**src/rtl/core/aasc_pkg.sv**
```systemverilog
// Shared constants and types for the absolute angle to step counter.
`timescale 1ns / 1ps

package aasc_pkg;

  localparam logic [1:0] ACT_SAMPLE  = 2'd0;
  localparam logic [1:0] ACT_FAIL    = 2'd1;
  localparam logic [1:0] ACT_RESTART = 2'd2;

  localparam logic [8:0] ANGLE_FULL   = 9'd360;
  localparam logic signed [9:0] HALF_TURN_S = 10'sd180;
  localparam logic signed [9:0] FULL_TURN_S = 10'sd360;

  localparam logic [8:0] DPS_RESET = 9'd18;
  localparam logic [8:0] DPS_MIN   = 9'd1;
  localparam logic [8:0] DPS_MAX   = 9'd360;

  localparam int unsigned DIV_ITERS = 10;
  localparam logic [3:0]  DIV_LAST  = 4'(DIV_ITERS - 1);

  localparam logic signed [63:0] COUNT_MAX = {1'b0, {63{1'b1}}};
  localparam logic signed [63:0] COUNT_MIN = {1'b1, {63{1'b0}}};

  typedef struct packed {
    logic               done;
    logic signed [10:0] quot;
    logic signed [9:0]  rem;
  } aasc_div_res_t;

endpackage

```
**src/rtl/core/aasc_div.sv**
```systemverilog
// Radix-2 restoring signed divider, one quotient bit per cycle, truncating toward zero.
`timescale 1ns / 1ps

module aasc_div
  import aasc_pkg::*;
(
  input  logic               clk_i,
  input  logic               rst_ni,
  input  logic               start_i,
  input  logic signed [10:0] dividend_i,
  input  logic [8:0]         divisor_i,
  output aasc_div_res_t      res_o
);

  logic       busy_q, busy_d;
  logic       done_q, done_d;
  logic [3:0] cnt_q, cnt_d;
  logic       neg_q, neg_d;
  logic [9:0] mag_q, mag_d;
  logic [8:0] rem_q, rem_d;
  logic [8:0] dvs_q, dvs_d;

  logic [9:0]  trial;
  logic [9:0]  trial_sub;
  logic        trial_ge;
  logic [10:0] quot_ext;
  logic [9:0]  rem_ext;

  assign trial     = {rem_q, mag_q[9]};
  assign trial_ge  = trial >= {1'b0, dvs_q};
  assign trial_sub = trial - {1'b0, dvs_q};

  always_comb begin
    busy_d = busy_q;
    done_d = 1'b0;
    cnt_d  = cnt_q;
    neg_d  = neg_q;
    mag_d  = mag_q;
    rem_d  = rem_q;
    dvs_d  = dvs_q;
    if (start_i) begin
      busy_d = 1'b1;
      cnt_d  = '0;
      neg_d  = dividend_i[10];
      mag_d  = dividend_i[10] ? 10'(-dividend_i) : dividend_i[9:0];
      rem_d  = '0;
      dvs_d  = divisor_i;
    end else if (busy_q) begin
      rem_d = trial_ge ? trial_sub[8:0] : trial[8:0];
      mag_d = {mag_q[8:0], trial_ge};
      cnt_d = cnt_q + 4'd1;
      if (cnt_q == DIV_LAST) begin
        busy_d = 1'b0;
        done_d = 1'b1;
      end
    end
  end

  always_ff @(posedge clk_i or negedge rst_ni) begin
    if (!rst_ni) begin
      busy_q <= 1'b0;
      done_q <= 1'b0;
      cnt_q  <= '0;
    end else begin
      busy_q <= busy_d;
      done_q <= done_d;
      cnt_q  <= cnt_d;
    end
  end

  always_ff @(posedge clk_i) begin
    neg_q <= neg_d;
    mag_q <= mag_d;
    rem_q <= rem_d;
    dvs_q <= dvs_d;
  end

  assign quot_ext = {1'b0, mag_q};
  assign rem_ext  = {1'b0, rem_q};

  assign res_o.done = done_q;
  assign res_o.quot = neg_q ? $signed(11'(-quot_ext)) : $signed(quot_ext);
  assign res_o.rem  = neg_q ? $signed(10'(-rem_ext)) : $signed(rem_ext);

  // remainder stays below the divisor while iterating
  a_rem_below_dvs: assert property (@(posedge clk_i) disable iff (!rst_ni)
    busy_q && !start_i |-> rem_q < dvs_q)
    else $error("divider partial remainder not below divisor");

  a_done_after_busy: assert property (@(posedge clk_i) disable iff (!rst_ni)
    done_q |-> $past(busy_q) && !busy_q)
    else $error("divider done without a finishing iteration");

  a_cnt_bound: assert property (@(posedge clk_i) disable iff (!rst_ni)
    busy_q |-> cnt_q <= DIV_LAST)
    else $error("divider iteration count out of range");

endmodule

```
**src/rtl/core/absolute_angle_to_step_counter_core.sv**
```systemverilog
// Each word passes PREP, then DIV only for a sample whose angle changed, then DONE, where its result is registered.
// A new word is taken only in IDLE, once the previous word has been committed to the result register.
// The result register frees the input side: the next word is taken while a result waits.
// Reset: asynchronous active low; count, residual and samples clear, deg_per_step returns to 18.
// Top level: angle unwrap, residual divide and saturating step count.
`timescale 1ns / 1ps

module absolute_angle_to_step_counter_core
  import aasc_pkg::*;
(
  input  logic               clk_i,
  input  logic               rst_ni,
  input  logic               in_valid_i,
  output logic               in_ready_o,
  input  logic [1:0]         action_i,
  input  logic [8:0]         position_deg_i,
  output logic               out_valid_o,
  input  logic               out_ready_i,
  output logic signed [8:0]  angle_delta_o,
  output logic signed [8:0]  step_delta_o,
  output logic signed [63:0] step_count_o,
  output logic [8:0]         latest_angle_o,
  output logic               latest_valid_o,
  input  logic               cfg_we_i,
  input  logic [8:0]         cfg_wdata_i
);

  localparam logic [1:0] ST_IDLE = 2'd0;
  localparam logic [1:0] ST_PREP = 2'd1;
  localparam logic [1:0] ST_DIV  = 2'd2;
  localparam logic [1:0] ST_DONE = 2'd3;

  logic [1:0] state_q, state_d;

  logic [8:0]         dps_q;
  logic [8:0]         prev_q;
  logic               have_prev_q;
  logic signed [9:0]  residual_q;
  logic signed [63:0] total_q;
  logic [8:0]         last_q;
  logic               seen_q;

  logic [1:0]        act_q;
  logic [8:0]        pos_q;
  logic              changed_q;
  logic signed [8:0] delta_q;
  logic signed [8:0] step_q;
  logic signed [9:0] rem_q;

  logic               out_valid_q;
  logic signed [8:0]  out_adelta_q;
  logic signed [8:0]  out_sdelta_q;
  logic signed [63:0] out_count_q;
  logic [8:0]         out_latest_q;
  logic               out_lvalid_q;

  logic              accept;
  logic              commit;
  logic [8:0]        pos_red;
  logic [8:0]        div_clamp;
  logic              changed;
  logic signed [9:0] diff;
  logic signed [9:0] wrapped;
  logic signed [8:0] delta;
  logic signed [10:0] sum;
  logic              div_start;
  aasc_div_res_t     div_res;
  logic signed [64:0] count_sum;
  logic signed [63:0] count_sat;
  logic [9:0]        res_mag;

  assign in_ready_o = state_q == ST_IDLE;
  assign accept     = in_valid_i && in_ready_o;
  assign commit     = (state_q == ST_DONE) && (!out_valid_q || out_ready_i);

  assign pos_red = (position_deg_i >= ANGLE_FULL) ? position_deg_i - ANGLE_FULL
                                                   : position_deg_i;

  always_comb begin
    if (dps_q == '0) begin
      div_clamp = DPS_MIN;
    end else if (dps_q > DPS_MAX) begin
      div_clamp = DPS_MAX;
    end else begin
      div_clamp = dps_q;
    end
  end

  assign changed = (act_q == ACT_SAMPLE) && (!have_prev_q || pos_q != prev_q);
  assign diff    = $signed({1'b0, pos_q}) - $signed({1'b0, prev_q});

  always_comb begin
    if (diff > HALF_TURN_S) begin
      wrapped = diff - FULL_TURN_S;
    end else if (diff < -HALF_TURN_S) begin
      wrapped = diff + FULL_TURN_S;
    end else begin
      wrapped = diff;
    end
  end

  assign delta     = have_prev_q ? wrapped[8:0] : '0;
  assign sum       = 11'(residual_q) + 11'(delta);
  assign div_start = (state_q == ST_PREP) && changed;

  aasc_div u_div (
    .clk_i      (clk_i),
    .rst_ni     (rst_ni),
    .start_i    (div_start),
    .dividend_i (sum),
    .divisor_i  (div_clamp),
    .res_o      (div_res)
  );

  assign count_sum = 65'(total_q) + 65'(step_q);

  always_comb begin
    if (count_sum[64] != count_sum[63]) begin
      count_sat = count_sum[64] ? COUNT_MIN : COUNT_MAX;
    end else begin
      count_sat = count_sum[63:0];
    end
  end

  always_comb begin
    state_d = state_q;
    unique case (state_q)
      ST_IDLE: begin
        if (accept) begin
          state_d = ST_PREP;
        end
      end
      ST_PREP: begin
        state_d = changed ? ST_DIV : ST_DONE;
      end
      ST_DIV: begin
        if (div_res.done) begin
          state_d = ST_DONE;
        end
      end
      ST_DONE: begin
        if (commit) begin
          state_d = ST_IDLE;
        end
      end
      default: state_d = ST_IDLE;
    endcase
  end

  always_ff @(posedge clk_i or negedge rst_ni) begin
    if (!rst_ni) begin
      state_q     <= ST_IDLE;
      dps_q       <= DPS_RESET;
      prev_q      <= '0;
      have_prev_q <= 1'b0;
      residual_q  <= '0;
      total_q     <= '0;
      last_q      <= '0;
      seen_q      <= 1'b0;
      out_valid_q <= 1'b0;
    end else begin
      state_q <= state_d;
      if (out_ready_i && !commit) begin
        out_valid_q <= 1'b0;
      end
      if (commit) begin
        out_valid_q <= 1'b1;
        unique case (act_q)
          ACT_RESTART: begin
            prev_q      <= '0;
            have_prev_q <= 1'b0;
            residual_q  <= '0;
            total_q     <= '0;
            last_q      <= '0;
            seen_q      <= 1'b0;
          end
          ACT_SAMPLE: begin
            last_q <= pos_q;
            seen_q <= 1'b1;
            if (changed_q) begin
              prev_q      <= pos_q;
              have_prev_q <= 1'b1;
              residual_q  <= rem_q;
              total_q     <= count_sat;
            end
          end
          default: ;
        endcase
      end
      if (cfg_we_i) begin
        dps_q      <= cfg_wdata_i;
        residual_q <= '0;
      end
    end
  end

  always_ff @(posedge clk_i) begin
    if (accept) begin
      act_q <= action_i;
      pos_q <= pos_red;
    end
    if (state_q == ST_PREP) begin
      changed_q <= changed;
      delta_q   <= delta;
      step_q    <= '0;
    end
    if ((state_q == ST_DIV) && div_res.done) begin
      step_q <= div_res.quot[8:0];
      rem_q  <= div_res.rem;
    end
    if (commit) begin
      unique case (act_q)
        ACT_RESTART: begin
          out_adelta_q <= '0;
          out_sdelta_q <= '0;
          out_count_q  <= '0;
          out_latest_q <= '0;
          out_lvalid_q <= 1'b0;
        end
        ACT_SAMPLE: begin
          out_adelta_q <= changed_q ? delta_q : '0;
          out_sdelta_q <= changed_q ? step_q : '0;
          out_count_q  <= changed_q ? count_sat : total_q;
          out_latest_q <= pos_q;
          out_lvalid_q <= 1'b1;
        end
        default: begin
          out_adelta_q <= '0;
          out_sdelta_q <= '0;
          out_count_q  <= total_q;
          out_latest_q <= last_q;
          out_lvalid_q <= seen_q;
        end
      endcase
    end
  end

  assign out_valid_o    = out_valid_q;
  assign angle_delta_o  = out_adelta_q;
  assign step_delta_o   = out_sdelta_q;
  assign step_count_o   = out_count_q;
  assign latest_angle_o = out_latest_q;
  assign latest_valid_o = out_lvalid_q;

  assign res_mag = residual_q[9] ? 10'(-residual_q) : residual_q;

  a_residual_bound: assert property (@(posedge clk_i) disable iff (!rst_ni)
    res_mag < {1'b0, div_clamp})
    else $error("residual not below the step size");

  a_div_done_in_div: assert property (@(posedge clk_i) disable iff (!rst_ni)
    div_res.done |-> state_q == ST_DIV)
    else $error("divider finished outside the divide state");

  a_prev_implies_seen: assert property (@(posedge clk_i) disable iff (!rst_ni)
    have_prev_q |-> seen_q)
    else $error("previous angle held without a sample seen");

  a_unseen_zero: assert property (@(posedge clk_i) disable iff (!rst_ni)
    !seen_q |-> last_q == '0)
    else $error("latest angle non-zero with no sample seen");

endmodule
```
**config.mk**
```make
export PLATFORM = sky130hd
export DESIGN_NAME = absolute_angle_to_step_counter_core
export DESIGN_NICKNAME = d
export VERILOG_FILES = /design/src/rtl/core/aasc_pkg.sv /design/src/rtl/core/aasc_div.sv /design/src/rtl/core/absolute_angle_to_step_counter_core.sv
export SDC_FILE = /design/constraint.sdc
export NUM_CORES = 1
export LEC_CHECK = 0
export CAP_MARGIN = 10
export CORE_MARGIN = 10
export CORE_UTILIZATION = 55
export CTS_BUF_LIST = sky130_fd_sc_hd__clkbuf_2 sky130_fd_sc_hd__clkbuf_4 sky130_fd_sc_hd__clkbuf_8
export DETAILED_ROUTE_END_ITERATION = 6
export DONT_BUFFER_PORTS = 1
export GPL_ROUTABILITY_DRIVEN = 0
export PLACE_DENSITY = 0.78
export SLEW_MARGIN = 0
export SYNTH_ARGS = -nofsm -noshare
export SYNTH_HDL_FRONTEND = slang
export SYNTH_HIERARCHICAL = 1
export SYNTH_SLANG_ARGS = --single-unit
export TNS_END_PERCENT = 50
```
**constraint.sdc**
```tcl
create_clock -name clk_i -period 5.1 [get_ports clk_i]
set_input_delay 0.51 -clock clk_i [delete_from_list [all_inputs] [get_ports clk_i]]
set_output_delay 0.51 -clock clk_i [all_outputs]
set_load 0.005 [all_outputs]
```
# --- Word-level counts from Yosys, hierarchy flattened ---
# Cells that the tools add are included.
op_classes:
  addsub: 11
  magnitude_cmp: 5
  n_eq_ne: 12
  n_mux: 42
  n_reduce_logical: 25
op_table:
  columns: ["op", "count"]
  rows:
  - ["64-bit two-way mux", 3]
  - ["64-bit case mux with 2 select lines", 1]
  - ["9-bit two-way mux", 11]
  - ["64-bit by 9-bit adder with 65-bit output", 1]
  - ["10-bit two-way mux", 6]
  - ["9-bit case mux with 2 select lines", 2]
  - ["10-bit case mux with 2 select lines", 1]
  - ["9-bit subtractor, second input constant", 2]
  - ["10-bit by 9-bit adder with 11-bit output", 1]
  - ["10-bit by 9-bit greater-or-equal comparator with 1-bit output", 1]
  - ["10-bit by 9-bit > comparator with 1-bit output, second input constant", 1]
  - ["10-bit by 9-bit < comparator with 1-bit output, second input constant", 1]
  - ["1-bit two-way mux", 10]
  - ["10-bit negator", 1]
  - ["9-bit negator with 10-bit output", 1]
  - ["2-bit nonzero test", 5]
  - ["9-bit by 9-bit subtractor with 10-bit output", 1]
  - ["9-bit adder, second input constant", 1]
  - ["9-bit greater-or-equal comparator, second input constant", 1]
  - ["9-bit > comparator, second input constant", 1]
  - ["9-bit zero test", 1]
  - ["9-bit inequality test", 1]
  - ["9-bit negator", 1]
  - ["3-bit AND reduction", 3]
  - ["other kinds (20)", 37]
word_totals:
  ff_bits: 273
  input_bits: 25
  output_inout_bits: 94
  word_cells: 124

# --- Longest topological paths before layout ---
# Gate-level depths: netlist of the first run.
logic_depth:
  depth_word: 9
  mapped_depth: 29
  depth_no_buf: 28

# --- Hierarchy ---
# The synthesis of the first run kept the hierarchy.
by_module_without_submodules:
  columns: ["module", "n_inst", "cells_per_inst", "area_each_um2", "seq_area_each_um2"]
  rows:
  - ["absolute_angle_to_step_counter_core", 1, 1612, 14775.4, 6618.8]
  - ["aasc_div", 1, 265, 2466.1, 930.9]

# --- Worst setup path after synthesis of the first run ---
# No wires, ideal clock.
synth_timing:
  path_kind: "flip-flop to flip-flop"
  from: "reg pos_q[0]"
  to: "reg u_div.mag_q[9] (data pin)"
  setup_ns: 0.271
  arrival_time_ns: 4.804
  required_time_ns: 4.829
  slack_ns: 0.026
  stages_incl_launch_ff: 28
  path_buffers: 0
  period_less_slack_ns: 5.074
  cell_sequence: "edfxtp_1 > inv_1 > ha_1 > inv_1 > fa_1 > nand2_1 > nand2_1 > a21oi_1 > o21bai_1 > a21oi_1 > xor2_1 > o22ai_1 > a21oi_1 > nor2_1 > xnor2_1 > nor2_1 > ha_1 > inv_1 > o21ai_0 > a21oi_1 > o21ai_0 > a21o_1 > a21oi_1 > xnor2_1 > or3_1 > o31ai_1 > xor2_1 > a21oi_1"
synth_via:
  elab_chain_cells: 9
  elab_cells_between_ends: 16
  cone_classes: "5 x add/sub; 2 x order compare; 1 x eq/ne; 5 x mux; 3 x reduce/logical"
synth_rtl:
  columns: ["item", "line_no", "source"]
  rows:
  - ["from (decl)", "absolute_angle_to_step_counter_core.sv:44", "logic [8:0] pos_q;"]
  - ["from (signal assigned)", "absolute_angle_to_step_counter_core.sv:200", "pos_q <= pos_red;"]
  - ["9-bit by 9-bit subtractor with 10-bit output *", "absolute_angle_to_step_counter_core.sv:90", "assign diff = $signed({1'b0, pos_q}) - $signed({1'b0, prev_q});"]
  - ["9-bit adder / 10-bit by 9-bit < comparator with 1-bit output (equally long branches)", "absolute_angle_to_step_counter_core.sv:96, absolute_angle_to_step_counter_core.sv:95", null]
  - ["9-bit two-way mux", "absolute_angle_to_step_counter_core.sv:95", "end else if (diff < -HALF_TURN_S) begin"]
  - ["9-bit two-way mux *", "absolute_angle_to_step_counter_core.sv:93", "if (diff > HALF_TURN_S) begin"]
  - ["9-bit two-way mux *", "absolute_angle_to_step_counter_core.sv:102", "assign delta = have_prev_q ? wrapped[8:0] : '0;"]
  - ["net delta[3]", "absolute_angle_to_step_counter_core.sv:64", "logic signed [8:0] delta;"]
  - ["10-bit by 9-bit adder with 11-bit output *", "absolute_angle_to_step_counter_core.sv:103", "assign sum = 11'(residual_q) + 11'(delta);"]
  - ["net sum[8]", "absolute_angle_to_step_counter_core.sv:65", "logic signed [10:0] sum;"]
  - ["10-bit negator *", "aasc_div.sv:45", "mag_d = dividend_i[10] ? 10'(-dividend_i) : dividend_i[9:0];"]
  - ["10-bit two-way mux *", "aasc_div.sv:45", null]
  - ["10-bit two-way mux *", "aasc_div.sv:41", "if (start_i) begin"]
  - ["net u_div.mag_d[9]", "aasc_div.sv:19", "logic [9:0] mag_q, mag_d;"]
  - ["to (signal assigned)", "aasc_div.sv:73", "mag_q <= mag_d;"]
  - ["to (decl)", "aasc_div.sv:19", null]
# The timed path passes the listed nets; every way through them passes the cells marked *.
# A chain may end at the register's enable or synchronous reset.

# --- Final worst setup path of the first run ---
layout_timing:
  from: "reg prev_q[1]"
  to: "reg u_div.mag_q[9] (data pin)"
layout_via:
  elab_chain_cells: 9
  elab_cells_between_ends: 16
  cone_classes: "5 x add/sub; 2 x order compare; 1 x eq/ne; 5 x mux; 3 x reduce/logical"
layout_rtl:
  columns: ["item", "line_no", "source"]
  rows:
  - ["from (decl)", "absolute_angle_to_step_counter_core.sv:36", "logic [8:0] prev_q;"]
  - ["from (signal assigned)", "absolute_angle_to_step_counter_core.sv:181", "prev_q <= pos_q;"]
  - ["9-bit by 9-bit subtractor with 10-bit output *", "absolute_angle_to_step_counter_core.sv:90", null]
  - ["9-bit adder / 10-bit by 9-bit < comparator with 1-bit output (equally long branches)", "absolute_angle_to_step_counter_core.sv:96, absolute_angle_to_step_counter_core.sv:95", null]
  - ["9-bit two-way mux", "absolute_angle_to_step_counter_core.sv:95", null]
  - ["9-bit two-way mux *", "absolute_angle_to_step_counter_core.sv:93", null]
  - ["9-bit two-way mux *", "absolute_angle_to_step_counter_core.sv:102", null]
  - ["net delta[3]", "absolute_angle_to_step_counter_core.sv:64", null]
  - ["10-bit by 9-bit adder with 11-bit output *", "absolute_angle_to_step_counter_core.sv:103", null]
  - ["net sum[8]", "absolute_angle_to_step_counter_core.sv:65", null]
  - ["10-bit negator *", "aasc_div.sv:45", null]
  - ["10-bit two-way mux *", "aasc_div.sv:45", null]
  - ["10-bit two-way mux *", "aasc_div.sv:41", null]
  - ["net u_div.mag_d[9]", "aasc_div.sv:19", null]
# Marked as above.

==> results of run 1 <==
flip-flops by register name, indices dropped and copies added (netlist names), 4 cells and up:
signal and count:
step_q 9, u_div/rem_q 9, rem_q 10, prev_q 9
u_div/mag_q 10, delta_q 9, step_count_o 64, latest_angle_o 9
residual_q 10, angle_delta_o 9, step_delta_o 9, last_q 9
dps_q 9, u_div/dvs_q 9, pos_q 9, total_q 64
u_div/cnt_q 4
per-stage QoR:
step           area (sq um)  hold WS, ps  utilization  cells
4_1_cts               18900        0.582        0.614   2320
3_3_place_gp          17700          228        0.577   2225
3_5_place_dp          17700          227        0.577   2225
2_1_floorplan         17200          214            -   1873
6_report              19200         33.6        0.623   2337
5_1_grt               19200         3.76        0.623   2337
per-layer routing:
| layer | GRT usage | vias up |
|---|---|---|
| met1 | 0.294 | 6978 |
| li1 | - | 6844 |
| met2 | 0.402 | 723 |
| met5 | 0 | - |
| met4 | 0.102 | 0 |
| met3 | 0.0431 | 174 |
layout make-up:
cell class	count	area [sq um]	share of cell area
multi-input cells	1423	9120	0.476
flip-flops and latches	273	7550	0.394
clock buffers	59	756	0.0394
repair buffers	78	672	0.0351
well taps	396	495	0.0259
inverters	79	299	0.0156
clock inverters	29	265	0.0138
cells in the final DEF (no fill, tap or decap), drive strengths merged, types with 20 or more instances in the layout:
cell and count:
and3 31, nand2b 20, edfxtp 152, o21ai 186, inv 80, nor2 157
nand2 258, ha 106, xnor2 60, nand4 33, dfrtp 110, a21o 26
a21oi 179, buf 73, clkinv 20, clkbuf 59, xor2 48, nand3 25
power by group:
group          internal, W  switching (W)  leakage [nW]
Clock              0.00120       0.000971         0.533
Combinational      0.00285        0.00465          4.45
Sequential         0.00336       0.000716          2.99
Total              0.00741        0.00634          7.98
worst max-delay path by stage:
stage | end | start | slack (ps)
3_3_place_gp | u_div/mag_q[9] | prev_q[1] | -50
6_report | u_div/mag_q[9] | prev_q[1] | -30
2_1_floorplan | u_div/mag_q[9] | pos_q[0] | 30
5_1_grt | u_div/mag_q[9] | pos_q[1] | -300
4_1_cts | u_div/mag_q[9] | pos_q[0] | 20
3_5_place_dp | u_div/mag_q[9] | pos_q[0] | -330
what timing repair did:
item / in CTS / in global routing
pin swaps: 3 / 25
hold endpoints to repair: 116 / 0
endpoints found under the setup margin: 9 / 9
setup buffers: 1 / 17
hold buffers: 6 / 0
gates resized for setup: 6 / 40
==> metrics, run 1 <==
Worst-Margin Slew 1120 ps; Initial Util 0.560; CTS Buf Count 47; Synthesis Warnings 6; status finished with violations; Post-route DRC 0; worst clock skew 42.8 ps; global-route wire length before repair 74900 um; Die X-Extent 197 um; ANT cells 0; final worst path period share 1.01; min-delay src position_deg_i[2]; Nets 2037; crit path capture type register; final worst setup slack -29.0 ps; clock slew at reported path FFs 60 ps; DRT antenna net count 0; min cycle time layout 5130 ps; number of global-route vias before repair 14100; failing checks negative setup slack; M1 wire length 18800 um; WHS Endpoint pos_q[2]; Crit path depth 26; core area 30700 sq um; initial antenna violation count 0; PD cells 718 nW/um^2; WP buf/inv 3; die area 38800 sq um; R2R cell count 26; H-tree depth 2; Peak VDD IR 0.436 mV; Area Overhead vs Synth 11.3%; clk buf depth 3; clk root buf clkbuf_8; via/cell ratio 6.30; CP required 5410 ps; Fmax 0.195 GHz; Worst setup SP type register; FF-to-FF End u_div/mag_q[9]; CTS tree yes; max_slew headroom 0.255; Slowest-stage cell, CP or3_4; Max Slew Vio Count 0; RSZ-0062 raised after global routing true; Top Family by Delay on Critical Path compound AO/OA/AOI/OAI gates; grt ovf 0; initial detailed-routing violation count 1450; Mapped Cells 1873; Clk Latency, worst-skew pair 600 ps; WS Path Type register to register; GR Util All Layers 0.238; Max-Cap Viols 0; clock sink count 273; Final Hold Fails 0; cell row count 64; total negative setup slack -29.0 ps; pre-CTS WS -329 ps; dpl hpwl 33400 um; reg2reg start prev_q[1]; Lkg Pwr 7.98 nW; Fill cells 2517; DR top layer met4; Synth Cell Area 17200 sq um; WP data arrival 5440 ps; largest net degree at the start of global routing 113; total power 0.0137 W; Synth Area per Inst 9.19 sq um; hold path cells 0; Syn Nets 2008; HP Class input port to register; layout cell share with drive strength beyond 1 0.126; DR WL met3 3730 um; CP peak stage delay 420 ps; WL/cell 20.4 um; R2R Setup Slk -30 ps; worst-path maximum fanout 3; met2 WL post-DR 23200 um; Vias 14700; Total Routed Length 47700 um; endpoints failing setup 1; IO Port Bufs 0; Die Y 197 um; I/O pin cnt 119; Pre-antenna DRT Iters 7
Note: power is estimated with default switching activity, not from simulation.
==> inputs of run 2 (changes only) <==
Settings changed: CORE_UTILIZATION 55 to 40, PLACE_DENSITY 0.78 to 0.61, SYNTH_HIERARCHICAL 1 to not set.
==> run 2 against run 1 <==
Against the previous run:
- the run now ends clean
- synthesized area shrank 0.61%
- first-iteration DRC count shrank 34%
- count of clock-buffer cells in the layout grew 1
- sequential power shrank 3%
- clock skew shrank 16 ps
- die area grew 33%
- critical path type unchanged
- highest routed layer unchanged
==> metrics, run 2 <==
GR Util All Layers 0.169 (was 0.238); PD cells 709 nW/um^2 (was 718 nW/um^2); cell with the most instances after synthesis nand2_1; Synth top cells by count nand2_1, edfxtp_1, dfrtp_1, ha_1, o21ai_1; cell row count 75 (was 64); ANT cells 0 (unchanged); clock sink count 273 (unchanged); Synthesis Warnings 0 (was 6); Adder-Cell Fraction of Synth Area 0.0815; global-route wire length before repair 70300 um (was 74900 um); commonest non-fill, non-tap cells in the layout nand2_1, edfxtp_1, dfrtp_1, o21ai_1, ha_1 (was nand2_1, a21oi_1, o21ai_0, nor2_1, edfxtp_1); worst-path maximum fanout 5 (was 3); most common cell after layout, fill and taps aside nand2_1 (unchanged); simple-gate share of the synthesized area 0.178; Synth Cell Area 17100 sq um (was 17200 sq um); largest net degree at the start of global routing 113 (unchanged); Nets 1921 (was 2037); post-synthesis compound-gate area fraction 0.192; main flop type after synthesis edfxtp_1; post-synthesis xor/xnor area fraction 0.0553; dpl hpwl 31300 um (was 33400 um); Initial Util 0.406 (was 0.560); Final Hold Fails 0 (unchanged); number of global-route vias before repair 13100 (was 14100); layout cell share with drive strength beyond 1 0.120 (was 0.126); fraction of registers with async set or reset after synthesis 0.410; Seq/Total Area, Yosys 0.441; CP required 5470 ps (was 5410 ps); H-tree depth 2 (unchanged); top-area cell type share of the netlist area 0.267; Area Overhead vs Synth 11.0% (was 11.3%); max_slew headroom 0.296 (was 0.255); post-synth top area cell edfxtp_1; Cells after DPL 2260 (was 2225); Post-CTS Setup Bufs 0 (was 1); clock slew at reported path FFs 60 ps (about the same); pre-CTS WS -147 ps (was -329 ps); largest family of logic cells by synthesized area compound AO/OA/AOI/OAI gates; Clk Latency, worst-skew pair 630 ps (was 600 ps); ranking of synthesized cells by area edfxtp_1, dfrtp_1, ha_1; worst clock skew 26.4 ps (was 42.8 ps); final worst path period share 0.947 (was 1.01); CTS Buf Count 47 (unchanged); total power 0.0135 W (was 0.0137 W); Max Slew Vio Count 0 (unchanged); core area 42100 sq um (was 30700 sq um); Worst-Margin Slew 1060 ps (was 1120 ps); Vias 13200 (was 14700); final worst setup slack 272 ps (was -29.0 ps); Post-DP Area 17700 sq um (about the same); Cell variety after synth 88; die area 51400 sq um (was 38800 sq um); initial detailed-routing violation count 954 (was 1450); I/O pin cnt 119 (unchanged); WS Path Type register to register (unchanged); Total Routed Length 43300 um (was 47700 um); Fmax 0.207 GHz (was 0.195 GHz); crit path capture type register (unchanged); min cycle time layout 4830 ps (was 5130 ps); Synth Area per Inst 9.65 sq um (was 9.19 sq um); Syn Nets 1907 (was 2008); DRT antenna net count 0 (unchanged); grt ovf 0 (unchanged); min-delay src position_deg_i[7] (was position_deg_i[2]); endpoints failing setup 0 (was 1); WL/cell 18.3 um (was 20.4 um); Post-route DRC 0 (unchanged); CTS tree yes (unchanged); initial antenna violation count 0 (unchanged); IO Port Bufs 0 (unchanged); via/cell ratio 5.60 (was 6.30); clk buf depth 3 (unchanged); Mapped Cells 1773 (was 1873); Die Y 227 um (was 197 um); Lkg Pwr 7.79 nW (was 7.98 nW); Non-Filler Instances 2364 (was 2337); reg2reg start pos_q[0] (was prev_q[1]); Worst setup SP type register (unchanged); HP Class input port to register (unchanged); post-synthesis mux area share 0.0114; Peak VDD IR 0.295 mV (was 0.436 mV); Max-Cap Viols 0 (unchanged); WP data arrival 5200 ps (was 5440 ps); FF+latch count, synth 273; Setup crit start pos_q[0] (was prev_q[1]); Pre-antenna DRT Iters 5 (was 7); WHS 79.3 ps (was 33.6 ps); clk root buf clkbuf_8 (unchanged); Die X-Extent 227 um (was 197 um); Post-synth EDFFs 152; Finished Cell Area 19000 sq um (was 19200 sq um); status complete, no violations (was finished with violations)
run 2: path summary, 6_finish.rpt:
| check | to | slack, ps | cells past startpoint |
|---|---|---|---|
| min | pos_q[7] | 80 | 1 |
| max in group asynchronous | total_q[33] | 4110 | 2 |
| min in group asynchronous | dps_q[7] | 510 | 2 |
| max reg2reg | u_div.mag_q[9] | 270 | 23 |
| min reg2reg | residual_q[6] | 470 | 1 |
| max | u_div.mag_q[9] | 270 | 23 |
run 2: worst max-delay path: stages, from the launching register on:
cell and delay (ps):
edfxtp_1 380, inv_1 70, ha_1 150, inv_1 60, fa_1 420, a21o_1 190, a21oi_2 190, xnor2_1 220
buf_4 200, inv_1 70, ha_1 210, o31a_1 290, o21ai_0 80, mux2i_1 120, xor2_1 150, and2_1 190
ha_1 290, inv_1 70, o21a_1 200, a21oi_1 190, xor2_1 150, o41ai_2 450, xnor2_1 150, o21ai_0 80
run 2: area by class of cell:
| class | count | area (sq um) |
|---|---|---|
| sequential | 273 | 7550 |
| clock buffer | 60 | 763 |
| tap | 539 | 674 |
| inverter | 75 | 284 |
| fill | 3992 | 23100 |
| timing repair buffer | 48 | 458 |
| multi-input combinational | 1342 | 8980 |
| clock inverter | 27 | 272 |
run 2: metrics by stage:
step                      TNS, ps  utilization
after CTS                       0        0.448
after floorplan                 0            -
after global routing        -18.6        0.451
after detailed placement     -284        0.419
final                           0        0.451
after global placement          0        0.419
run 2: cell families after synthesis:
kind of cell | Yosys count
adder cells (fa/ha/maj) | 109
flip-flops | 273
AND/OR/NAND/NOR | 594
buffers and inverters | 158
AO/OA/AOI/OAI | 513
multiplexers | 18
XOR/XNOR | 108
run 2: routing by layer:
| metal | global-route usage | share of wire | vias to the layer above |
|---|---|---|---|
| met5 | 0 | 0 | - |
| met4 | 0.0472 | 0.022 | 0 |
| met3 | 0.0379 | 0.058 | 65 |
| met2 | 0.284 | 0.48 | 313 |
| met1 | 0.215 | 0.44 | 6409 |
| li1 | - | - | 6461 |
run 2: what timing repair did:
action,4_1_cts,5_1_grt
pin swaps,0,4
endpoints found under the setup margin,2,9
hold buffers,17,0
resized for setup,2,22
hold endpoints to repair,127,0
run 2: report_power, final:
group / switching [W] / internal (W)
combinational: 0.00448 / 0.00282
clock: 0.000952 / 0.00125
sequential: 0.000635 / 0.00334
==> inputs of run 3 (changes only) <==
Settings changed: ABC_AREA set to 1, CORE_MARGIN 10 to not set.
==> run 3 against run 2 <==
Against the previous run:
- count of clock-buffer cells in the layout is 5 higher
- clock power is 2% lower
- via count is 19% higher
- fmax is 2.6% higher
- cell count is 31% higher
- die area is 9.7% lower
- critical path depth is 2 higher
- first-iteration DRC count is 27% higher
- routed wire length is 14% higher
- worst hold slack better by 4.8 ps
==> metrics, run 3 <==
total power 0.0132 W (was 0.0135 W); Max-Cap Viols 0 (unchanged); switching share of total power 0.479 (was 0.450); Combinational Power Share 0.542 (about the same); DRT antenna net count 0 (unchanged); PD cells 659 nW/um^2 (was 709 nW/um^2); Die Y 216 um (was 227 um); die area 46500 sq um (was 51400 sq um); Final Hold Fails 0 (unchanged); Pre-antenna DRT Iters 6 (was 5); via/cell ratio 5.12 (was 5.60); Seq/Total Area, Yosys 0.414 (was 0.441); Die X-Extent 216 um (was 227 um); HP Class input port to register (unchanged); ranking of synthesized cells by area edfxtp_1, nand2_1, dfrtp_1 (was edfxtp_1, dfrtp_1, ha_1); Total Routed Length 49500 um (was 43300 um); commonest non-fill, non-tap cells in the layout nand2_1, inv_1, nor2_1, edfxtp_1, nand3_1 (was nand2_1, edfxtp_1, dfrtp_1, o21ai_1, ha_1); Clk Latency, worst-skew pair 640 ps (was 630 ps); Peak VDD IR 0.289 mV (was 0.295 mV); cell with the most instances after synthesis nand2_1 (unchanged); Synth top cells by count nand2_1, inv_1, nor2_1, edfxtp_1, nand3_1 (was nand2_1, edfxtp_1, dfrtp_1, ha_1, o21ai_1); FF+latch count, synth 273 (unchanged); main flop type after synthesis edfxtp_1 (unchanged); Post-CTS Setup Bufs 0 (unchanged); clock sink count 273 (unchanged); WS Path Type register to register (unchanged); WP data arrival 5090 ps (was 5200 ps); cell row count 77 (was 75); IO Port Bufs 0 (unchanged); met2 WL post-DR 23700 um (was 20900 um); CTS tree yes (unchanged); Worst-Margin Slew 1020 ps (was 1060 ps); Seq pwr share 0.295 (about the same); crit path capture type register (unchanged); M1 wire length 21700 um (was 19000 um); clk root buf clkbuf_8 (unchanged); Clk pwr share 0.163 (about the same); largest net degree at the start of global routing 113 (unchanged); final worst path period share 0.923 (was 0.947); Cell variety after synth 52 (was 88); post-synth top area cell edfxtp_1 (unchanged); Adder-Cell Fraction of Synth Area 0.0764 (was 0.0815); fraction of registers with async set or reset after synthesis 0.410 (unchanged); Syn Nets 2566 (was 1907); dpl hpwl 37200 um (was 31300 um); grt ovf 0 (unchanged); Synth Area per Inst 7.50 sq um (was 9.65 sq um); clk buf depth 3 (unchanged); Synth Cell Area 18200 sq um (was 17100 sq um); CP required 5480 ps (was 5470 ps); most common cell after layout, fill and taps aside nand2_1 (unchanged); post-synthesis compound-gate area fraction 0.105 (was 0.192); DR WL met3 2300 um (was 2500 um); post-synthesis mux area share 0 (was 0.0114); top-area cell type share of the netlist area 0.250 (was 0.267); Worst setup SP type register (unchanged); core area 44600 sq um (was 42100 sq um); WL/cell 16.0 um (was 18.3 um); GR Util All Layers 0.214 (was 0.169); min cycle time layout 4710 ps (was 4830 ps); Nets 2594 (was 1921); Area Overhead vs Synth 10.1% (was 11.0%); max_slew headroom 0.318 (was 0.296); simple-gate share of the synthesized area 0.286 (was 0.178); Fill cells 4518 (was 3992); clock slew at reported path FFs 60 ps (about the same); Post-route DRC 0 (unchanged); Vias 15800 (was 13200); total negative setup slack 0 ps (unchanged); Lkg Pwr 9.70 nW (was 7.79 nW); CTS Buf Count 48 (was 47); number of global-route vias before repair 15500 (was 13100); worst clock skew 42.7 ps (was 26.4 ps); Max Slew Vio Count 0 (unchanged); Synthesis Warnings 0 (unchanged); RSZ-0062 raised after global routing false; Post-synth EDFFs 152 (unchanged); Fmax 0.212 GHz (was 0.207 GHz); Initial Util 0.409 (was 0.406); Switching Power 0.00634 W (was 0.00606 W); Mapped Cells 2432 (was 1773); internal power 0.00690 W (was 0.00741 W); worst-path maximum fanout 6 (was 5); status complete, no violations (unchanged); DR top layer met4 (unchanged); layout cell share with drive strength beyond 1 0.0720 (was 0.120); post-synthesis xor/xnor area fraction 0.0394 (was 0.0553); ANT cells 0 (unchanged); I/O pin cnt 119 (unchanged); initial antenna violation count 0 (unchanged); initial detailed-routing violation count 1208 (was 954); global-route wire length before repair 80100 um (was 70300 um); largest family of logic cells by synthesized area simple AND/OR/NAND/NOR gates (was compound AO/OA/AOI/OAI gates); endpoints failing setup 0 (unchanged); H-tree depth 2 (unchanged)
[run 3: cell types whose count changed in the layout (fill, tap and decap cells not counted), sizes merged, moves of 17 or more]
cell	delta
and3	-19
nor2	+84
nand2b	-23
a22o	-26
nand2	+571
a21o	-19
nor2b	-17
o21ai	-50
inv	+234
a21oi	+31
nand3	+112
buf	-17
[run 3: path summary, 6_finish.rpt]
| kind | start | slack (ps) | end | depth (start not counted) |
|---|---|---|---|---|
| min in group asynchronous | rst_ni | 410 | dps_q[7] | 2 |
| max in group asynchronous | rst_ni | 3960 | total_q[2] | 2 |
| worst max-delay path | pos_q[0] | 390 | u_div.mag_q[9] | 25 |
| worst min-delay path | out_ready_i | 80 | out_valid_o | 3 |
| worst min register to register | dps_q[8] | 460 | u_div.dvs_q[8] | 0 |
| worst max register to register | pos_q[0] | 390 | u_div.mag_q[9] | 25 |
[run 3: kinds of logic (layout without fill, tap and decap cells)]
kind of cell,count (synthesis),in the layout
flip-flops,273,273
XOR/XNOR,82,82
AND/OR/NAND/NOR,1263,1263
buffers and inverters,365,432
adder cells (fa/ha/maj),109,109
AO/OA/AOI/OAI,340,340
[run 3: power by group through the flow]
stage               sequential [W]  clock (W)  combinational, W
finish                     0.00391    0.00216           0.00717
global route               0.00400    0.00231           0.00808
CTS                        0.00393    0.00223           0.00708
detailed placement         0.00396          0           0.00701
global placement           0.00395          0           0.00686
floorplan                  0.00378          0           0.00540
[run 3: per-layer routing]
| metal | vias up | track usage |
|---|---|---|
| met3 | 117 | 0.0316 |
| met4 | 0 | 0.0823 |
| li1 | 7929 | - |
| met1 | 7341 | 0.269 |
| met2 | 428 | 0.371 |
| met5 | - | 0 |
[run 3: final cells by class]
cell class                      count  area, sq um  share of cell area
Tap cell                          592          741              0.0369
Timing Repair Buffer               31          305              0.0152
Inverter                          312         1170              0.0585
Multi-Input combinational cell   1794         9290               0.463
Clock buffer                       65          807              0.0402
Sequential cell                   273         7550               0.376
Clock inverter                     24          206              0.0103
[run 3: critical path: stages, from the launching register on]
cell and delay, ps:
edfxtp_1 360, inv_1 110, ha_1 200, inv_1 80, fa_1 400, inv_1 120, nor3_1 80, nor2_2 250
xor2_2 210, nand2_1 120, nand3_1 130, nand2_2 100, nand2_1 150, nand2_1 80, a21oi_1 190, nor2_1 90
ha_1 360, a21o_1 220, a21oi_1 110, nand2_1 90, xnor2_1 300, nand3_1 170, o21ai_0 260, nand3b_1 110
nand3_1 90, nand2_1 50
[run 3: what timing repair did]
action                                 4_1_cts  5_1_grt
hold buffers                                17        0
setup endpoints to repair                    0        6
endpoints found under the hold margin      126        0
gates resized for setup                      0        7
[run 3: stage by stage]
| step | hold slack, ps | std cells | cell area [sq um] | utilization | setup slack, ps |
|---|---|---|---|---|---|
| 2_1_floorplan | 214 | 2432 | 18200 | - | 992 |
| 3_5_place_dp | 217 | 2985 | 18800 | 0.422 | 386 |
| 3_3_place_gp | 217 | 2985 | 18800 | 0.422 | 672 |
| 6_report | 84.1 | 3091 | 20100 | 0.450 | 393 |
| 5_1_grt | 69.3 | 3091 | 20100 | 0.450 | 4.88 |
| 4_1_cts | 44.8 | 3091 | 20000 | 0.449 | 374 |
